`config.mk`:
```
export PLATFORM = sky130hd
export DESIGN_NAME = srecord_line_parser_core
export DESIGN_NICKNAME = d
export VERILOG_FILES = /design/src/rtl/core/slp_pkg.sv /design/src/rtl/core/slp_step.sv /design/src/rtl/core/srecord_line_parser_core.sv
export SDC_FILE = /design/constraint.sdc
export NUM_CORES = 1
export LEC_CHECK = 0
export BUFFER_PORTS_ARGS = -buffer_cell sky130_fd_sc_hd__buf_2
export CORE_UTILIZATION = 35
export CTS_CLUSTER_SIZE = 12
export DETAILED_ROUTE_END_ITERATION = 8
export PLACE_DENSITY_LB_ADDON = 0.3
export SYNTH_ARGS = -nofsm -noshare
export SYNTH_HDL_FRONTEND = slang
export SYNTH_SLANG_ARGS = --single-unit
```
`constraint.sdc`:
```
create_clock -name clk -period 19.02 [get_ports clk]
set_clock_uncertainty 0.15 [all_clocks]
set_input_delay 1.902 -clock clk [delete_from_list [all_inputs] [get_ports clk]]
set_output_delay 1.902 -clock clk [all_outputs]
set_load 0.01 [all_outputs]
```
`src/rtl/core/slp_pkg.sv`:
```
// slp_pkg: types, codes and helpers for the s-record line parser
// no dependencies; imported by slp_step, srecord_line_parser_core, the checker and tb_top
`timescale 1ns / 1ps

package slp_pkg;

  // characters of the record syntax
  localparam logic [7:0] CH_S     = 8'h53;  // 'S'
  localparam logic [7:0] CH_ZERO  = 8'h30;  // '0'
  localparam logic [7:0] CH_NINE  = 8'h39;  // '9'
  localparam logic [7:0] CH_A     = 8'h41;  // 'A'
  localparam logic [7:0] HEX_ALPHA_OFS = 8'd10;

  // record types
  localparam logic [2:0] REC_HEADER  = 3'd0;
  localparam logic [2:0] REC_DATA32  = 3'd3;
  localparam logic [2:0] REC_START32 = 3'd7;

  // s3 layout
  localparam logic [7:0] ADDR_BYTES = 8'd4;
  localparam logic [7:0] HDR_LEN    = 8'd5;  // address bytes plus checksum
  localparam logic [7:0] DLEN_ONE   = 8'd1;
  localparam logic [7:0] DLEN_EIGHT = 8'd8;
  localparam logic [7:0] DLEN_MAX   = 8'd16;
  localparam logic [7:0] SUM_GOOD   = 8'hFF;

  // result kinds
  localparam logic KIND_DATA   = 1'b0;
  localparam logic KIND_STATUS = 1'b1;

  // line status codes
  localparam logic [2:0] ST_OK       = 3'd0;
  localparam logic [2:0] ST_PARSE    = 3'd1;
  localparam logic [2:0] ST_CHECKSUM = 3'd2;
  localparam logic [2:0] ST_LENGTH   = 3'd3;
  localparam logic [2:0] ST_SHORT    = 3'd4;

  typedef enum logic [2:0] {
    PH_START = 3'd0,
    PH_TYPE  = 3'd1,
    PH_COUNT = 3'd2,
    PH_BODY  = 3'd3,
    PH_DONE  = 3'd4,
    PH_ERROR = 3'd5
  } phase_t;

  typedef struct packed {
    logic [7:0] ch;
    logic       terminator;
  } in_item_t;

  typedef struct packed {
    logic        kind;
    logic [7:0]  data_byte;
    logic [3:0]  byte_index;
    logic [2:0]  status;
    logic [2:0]  record_type;
    logic [31:0] address;
    logic [7:0]  data_length;
    logic [31:0] line_number;
  } out_item_t;

  // parser state carried from item to item
  typedef struct packed {
    phase_t      phase;
    logic [3:0]  high_nybble;
    logic        have_high;
    logic [7:0]  byte_count;
    logic [7:0]  body_index;
    logic [7:0]  running_sum;
    logic [2:0]  kept_type;
    logic [31:0] kept_address;
    logic [2:0]  first_error;
    logic [31:0] line_counter;
  } parse_state_t;

  // digits map to their value, anything else to c - 'A' + 10, no check
  function automatic logic [7:0] hex_val(input logic [7:0] c);
    if (c >= CH_ZERO && c <= CH_NINE) begin
      return c - CH_ZERO;
    end
    return c - CH_A + HEX_ALPHA_OFS;
  endfunction

endpackage

```
`src/rtl/core/slp_step.sv`:
```
// slp_step: next-state and result logic for one character or terminator
// depends on slp_pkg
`timescale 1ns / 1ps

module slp_step import slp_pkg::*; (
  input  parse_state_t cur,
  input  in_item_t     item,
  output parse_state_t nxt,
  output logic         res_valid,
  output out_item_t    res
);

  logic [7:0] nyb;
  logic [7:0] asm_byte;
  logic [7:0] type_digit;
  logic [7:0] dlen;
  logic [7:0] len_now;
  logic [7:0] idx_after;
  logic [2:0] st;
  logic       have_count;
  logic [31:0] lnum;

  assign nyb        = hex_val(item.ch);
  assign asm_byte   = {cur.high_nybble, 4'b0000} + nyb;
  assign type_digit = item.ch - CH_ZERO;
  assign dlen       = asm_byte - HDR_LEN;
  assign idx_after  = cur.body_index + 8'd1;
  assign lnum       = cur.line_counter + 32'd1;

  always_comb begin
    case (cur.kept_type)
      REC_DATA32: len_now = cur.byte_count - HDR_LEN;
      REC_HEADER: len_now = cur.byte_count;
      default:    len_now = 8'd0;
    endcase
  end

  always_comb begin
    case (cur.phase)
      PH_ERROR: st = cur.first_error;
      PH_DONE:  st = (cur.running_sum == SUM_GOOD) ? ST_OK : ST_CHECKSUM;
      default:  st = ST_SHORT;
    endcase
    have_count = (cur.phase == PH_BODY) || (cur.phase == PH_DONE) ||
                 ((cur.phase == PH_ERROR) && (cur.first_error == ST_LENGTH));
  end

  always_comb begin
    nxt       = cur;
    res_valid = 1'b0;
    res       = '0;
    if (item.terminator) begin
      res_valid       = 1'b1;
      res.kind        = KIND_STATUS;
      res.status      = st;
      res.record_type = (st == ST_PARSE) ? REC_HEADER : cur.kept_type;
      res.address     = ((st == ST_PARSE) || (st == ST_LENGTH) ||
                         (cur.kept_type == REC_HEADER)) ? 32'd0 : cur.kept_address;
      res.data_length = ((st == ST_PARSE) || !have_count) ? 8'd0 : len_now;
      res.line_number = lnum;
      nxt              = '0;
      nxt.phase        = PH_START;
      nxt.line_counter = lnum;
    end else begin
      case (cur.phase)
        PH_START: begin
          if (item.ch == CH_S) begin
            nxt.phase = PH_TYPE;
          end else begin
            nxt.phase       = PH_ERROR;
            nxt.first_error = ST_PARSE;
          end
        end
        PH_TYPE: begin
          if (type_digit == {5'd0, REC_HEADER} || type_digit == {5'd0, REC_DATA32} ||
              type_digit == {5'd0, REC_START32}) begin
            nxt.kept_type = type_digit[2:0];
            nxt.have_high = 1'b0;
            nxt.phase     = PH_COUNT;
          end else begin
            nxt.phase       = PH_ERROR;
            nxt.first_error = ST_PARSE;
          end
        end
        PH_COUNT: begin
          if (!cur.have_high) begin
            nxt.high_nybble = nyb[3:0];
            nxt.have_high   = 1'b1;
          end else begin
            nxt.have_high   = 1'b0;
            nxt.byte_count  = asm_byte;
            nxt.running_sum = asm_byte;
            nxt.body_index  = 8'd0;
            if ((cur.kept_type == REC_DATA32) &&
                !(dlen inside {DLEN_ONE, DLEN_EIGHT, DLEN_MAX})) begin
              nxt.phase       = PH_ERROR;
              nxt.first_error = ST_LENGTH;
            end else begin
              nxt.phase = (asm_byte == 8'd0) ? PH_DONE : PH_BODY;
            end
          end
        end
        PH_BODY: begin
          if (!cur.have_high) begin
            nxt.high_nybble = nyb[3:0];
            nxt.have_high   = 1'b1;
          end else begin
            nxt.have_high   = 1'b0;
            nxt.running_sum = cur.running_sum + asm_byte;
            if ((cur.body_index < ADDR_BYTES) && (cur.kept_type != REC_HEADER)) begin
              nxt.kept_address = {cur.kept_address[23:0], asm_byte};
            end
            // data bytes sit between the address and the checksum
            if ((cur.kept_type == REC_DATA32) && (cur.body_index >= ADDR_BYTES) &&
                ({1'b0, cur.body_index} + 9'd1 < {1'b0, cur.byte_count})) begin
              res_valid       = 1'b1;
              res.kind        = KIND_DATA;
              res.data_byte   = asm_byte;
              res.byte_index  = 4'(cur.body_index - ADDR_BYTES);
              res.status      = ST_OK;
              res.record_type = REC_DATA32;
              res.address     = cur.kept_address;
              res.data_length = len_now;
              res.line_number = lnum;
            end
            nxt.body_index = idx_after;
            if (idx_after == cur.byte_count) begin
              nxt.phase = PH_DONE;
            end
          end
        end
        default: begin
        end
      endcase
    end
  end

endmodule

```
`src/rtl/core/srecord_line_parser_core.sv`:
```
// srecord_line_parser_core: top level of the s-record line parser
// depends on slp_pkg and slp_step
`timescale 1ns / 1ps

// Streaming parser for S0/S3/S7 record lines. Feed one character per item
// on the in_ channel and close each line with an item whose terminator bit
// is set (its ch is ignored). Every S3 data byte comes out on the out_
// channel as soon as its second hex character is taken (kind 0), and each
// terminator yields one line status item (kind 1) with status, type,
// address, data length and the running line number. Hex digits are not
// validated. Throughput is one item per clock: the parser state updates in
// the cycle an item is accepted and the result lands in an output register
// backed by a one-entry skid stage, so in_stall rises only when both hold
// results that the consumer has not yet taken. No clearing pass after reset.

module srecord_line_parser_core import slp_pkg::*; (
  input  logic      clk,
  input  logic      rst_n,
  input  logic      in_valid,
  output logic      in_stall,
  input  in_item_t  in_item,
  output logic      out_valid,
  input  logic      out_stall,
  output out_item_t out_item
);

  parse_state_t state_r;
  parse_state_t state_nxt;
  logic         res_valid;
  out_item_t    res;

  logic         out_valid_r;
  out_item_t    out_item_r;
  logic         skid_valid_r;
  out_item_t    skid_item_r;

  logic         in_acc;
  logic         out_acc;

  // per-item decode: short logic from parser state to result
  slp_step u_step (
    .cur       (state_r),
    .item      (in_item),
    .nxt       (state_nxt),
    .res_valid (res_valid),
    .res       (res)
  );

  // the skid entry being busy is the only reason to refuse an item
  assign in_stall = skid_valid_r;
  assign in_acc   = in_valid && !skid_valid_r;
  assign out_acc  = out_valid_r && !out_stall;

  // parser state advances on every accepted item
  always_ff @(posedge clk) begin
    if (!rst_n) begin
      state_r <= '0;
    end else if (in_acc) begin
      state_r <= state_nxt;
    end
  end

  // output register plus skid stage, order kept: skid always drains first
  always_ff @(posedge clk) begin
    if (!rst_n) begin
      out_valid_r  <= 1'b0;
      skid_valid_r <= 1'b0;
    end else begin
      if (skid_valid_r) begin
        // input is stalled here, only the skid can move
        if (out_acc) begin
          out_valid_r  <= 1'b1;
          skid_valid_r <= 1'b0;
        end
      end else if (in_acc && res_valid) begin
        if (out_valid_r && out_stall) begin
          skid_valid_r <= 1'b1;
        end else begin
          out_valid_r <= 1'b1;
        end
      end else if (out_acc) begin
        out_valid_r <= 1'b0;
      end
    end
  end

  // payload registers, no reset needed
  always_ff @(posedge clk) begin
    if (skid_valid_r) begin
      if (out_acc) begin
        out_item_r <= skid_item_r;
      end
    end else if (in_acc && res_valid) begin
      if (out_valid_r && out_stall) begin
        skid_item_r <= res;
      end else begin
        out_item_r <= res;
      end
    end
  end

  assign out_valid = out_valid_r;
  assign out_item  = out_item_r;

endmodule

```
==> impl_metrics.toml <==
[drt]
postRouteAntennaNets = 0
wl_per_cell_um = 16.6
drtPass1Iterations = 5
drc_errors = 0
vias = 9640
wirelength_um = 31300
via_per_inst = 5.10
first_iter_violations = 541

[setup_path]
path_max_fanout = 9
critPathCaptureType = "flip-flop"
critPathMaxStageDelay_ns = 0.53
worstPathRequired_ns = 19.34
path_class = "in2reg"
path_delay_family = "adder cells"
critPathSlowestCell = "xor2_1"
start_kind = "primary input"
crit_top_cell = "a21oi_1"
critPathArrivalTime_ns = 5.83
crit_path_cell_trace = "buf_2 > ha_1 > or3b_1 > a21o_1 > mux2i_1 > inv_1 > fa_1 > xor2_1 > inv_1 > ha_1 > a21oi_1 > a21oi_1 > or2_0 > a21oi_1 > o311a_1"
crit_buf_inv = 3

[timing]
hold_viol = 0
rsz0062_at_grt = "false"
maxSlewViolCount = 0
worstMarginPinSlew_ns = 1.05
min_period_over_period = 0.290
max_slew_margin = 0.303
timing.setup.tns_ns = 0
fmax_mhz = 181
period_needed_ns = 5.51
setup_violations = 0

[grt]
grt_overflow = 0
grt_max_degree = 99
grt_first_pass_wirelength_um = 50300
grt_pass1_vias = 9057
grt.total_usage = 0.161
grt_antenna_before_repair = 0

[clock_tree]
post_cts_buffers = 0
htree_levels = 1
holdBufCountCts = 0
cts_made_buffers = 31
cts-resized-gates = 0
clock_latency_ns = 0.58
cts_tree = "done"
clock-sinks = 285
clk_path_buf_depth = 3
clock-root-buffer = "clkbuf_16"
cts.clk_slew.worst_paths_ns = 0.07

[synthesis]
synth-async-reset-ratio = 0
synthTopCellsByArea = "edfxtp_1 40%, dfxtp_1 15%, nand2_1 4.2%, nor2_1 4.0%, a21oi_1 3.2%"
synth_cell_types = 70
synth_top_cell_by_area = "edfxtp_1"
ys_seq_area_frac = 0.555
synthMostInstantiatedCell = "edfxtp_1"
synth_nets = 1328
netlist.area_leader.share = 0.403
yosys_warnings = 0
synth_area_per_cell_um2 = 10.6
synth_edf_count = 182
synth-seq-cells = 285
ys.flop_type = "edfxtp_1"
ys_top_cells_by_count = "182 x edfxtp_1, 152 x nand2_1, 143 x nor2_1"
netlist_instances = 1281
synth_area_mm2 = 0.0136

[final_layout]
nets = 1402
antennaDiodeCount = 0
final_cell_count_no_fill = 1890
nFillCells = 3651
syn_to_final_growth_pct = 14.5
area.sequential_mm2 = 0.00753
multi_input_area_mm2 = 0.00560
final_layout_size_suffix_gt1_frac = 0.188

[power]
cellLeakagePower_uw = 0.00551
power_density_mw_per_mm2 = 87.0
irDropWorstVdd_v = 0.0000675

[place]
place_inst = 1833
routabilityCongestion = 0.837
numPortBuffers = 105
place_hpwl_um = 20700

[die]
die_x_um = 199
initial_core_util = 0.358
io_pins = 106
rows = 71
die-area_mm2 = 0.0395
core_mm2 = 0.0379
die_h_um = 199

[run_status]
status = "complete, no violations"

[hold_path]
hold_path.class = "reg2reg"

[flow_run]
cap_violations = 0
-- tightest hold or removal path: cells and delay by family, from the launching register on --
kind / cells / cell delay, ns
flip-flops: 1 / 0.31
AND/OR/NAND/NOR: 1 / 0.05
AO/OA/AOI/OAI: 1 / 0.05
-- stage by stage --
step | hold WS (ns) | cell area [um^2] | utilization | setup WS (ns) | total power, uW
detailed placement | 0.294 | 14500 | 0.383 | 12.95 | 778
global route | 0.327 | 15500 | 0.409 | 13.27 | 1400
finish | 0.302 | 15500 | 0.409 | 13.51 | 1350
floorplan | 0.282 | 13600 | - | 8.88 | 749
global placement | 0.293 | 14500 | 0.383 | 13.09 | 776
CTS | 0.303 | 15500 | 0.409 | 13.55 | 1370
-- power by group --
group	switching (uW)	internal, uW	total, uW	leakage [uW]
logic	60.9	26.7	87.6	0.00250
registers	8.42	668	677	0.00253
clock network	244	344	588	0.000477
total	313	1040	1350	0.00551
-- sequential cells by signal (all words and copies together), names as in the netlist --
name         count
in_stall         1
out_valid        1
out_item        91
state_r        101
skid_item_r     91
-- cell type report --
class,count,share of cell area
Timing Repair Buffer,118,0.0401
Sequential cell,285,0.485
Clock buffer,46,0.0562
Clock inverter,11,0.00749
Multi-Input combinational cell,880,0.361
Inverter,39,0.00942
Tap cell,511,0.0412
-- routing by layer --
layer	vias up	global-route usage	part of all wire	wire, um
li1	4757	-	-	-
met1	4607	0.227	0.48	14900
met2	229	0.256	0.45	14100
met3	47	0.0190	0.045	1400
met4	0	0.0524	0.027	841
met5	-	0	0	0
-- cells by family (layout without fill, tap and decap cells) --
group                    count (synthesis)  count (layout)  share of synthesized area
AND/OR/NAND/NOR                        491             491                      0.173
flip-flops                             285             285                      0.555
AO/OA/AOI/OAI                          249             249                      0.129
buffers and inverters                  116             214                     0.0352
XOR/XNOR                                65              65                     0.0420
multiplexers                            41              41                     0.0337
adder cells (fa/ha/maj)                 34              34                     0.0325
-- layout by cell type (no fill, tap or decap), types with 15 or more instances in the layout --
master / count
nand3_1: 37
o21ai_0: 34
dfxtp_1: 102
nand4_1: 36
xnor2_1: 30
and2_4: 30
edfxtp_1: 182
nor3_1: 33
inv_1: 36
nor2_1: 142
or3_1: 15
nand2_1: 152
a21oi_1: 87
clkbuf_16: 32
buf_2: 105
o31ai_1: 47
ha_1: 32
mux2_2: 37
xor2_1: 35
-- path summary, 6_finish.rpt --
| kind | start | to | slack, ns | cells past startpoint |
|---|---|---|---|---|
| max | in_item[5] | state_r[77] | 13.51 | 15 |
| min | state_r[61] | state_r[61] | 0.30 | 2 |
| max reg2reg | state_r[80] | out_item[73] | 14.05 | 10 |
| min reg2reg | state_r[61] | state_r[61] | 0.30 | 2 |
Power figures use the tool's default switching activity.
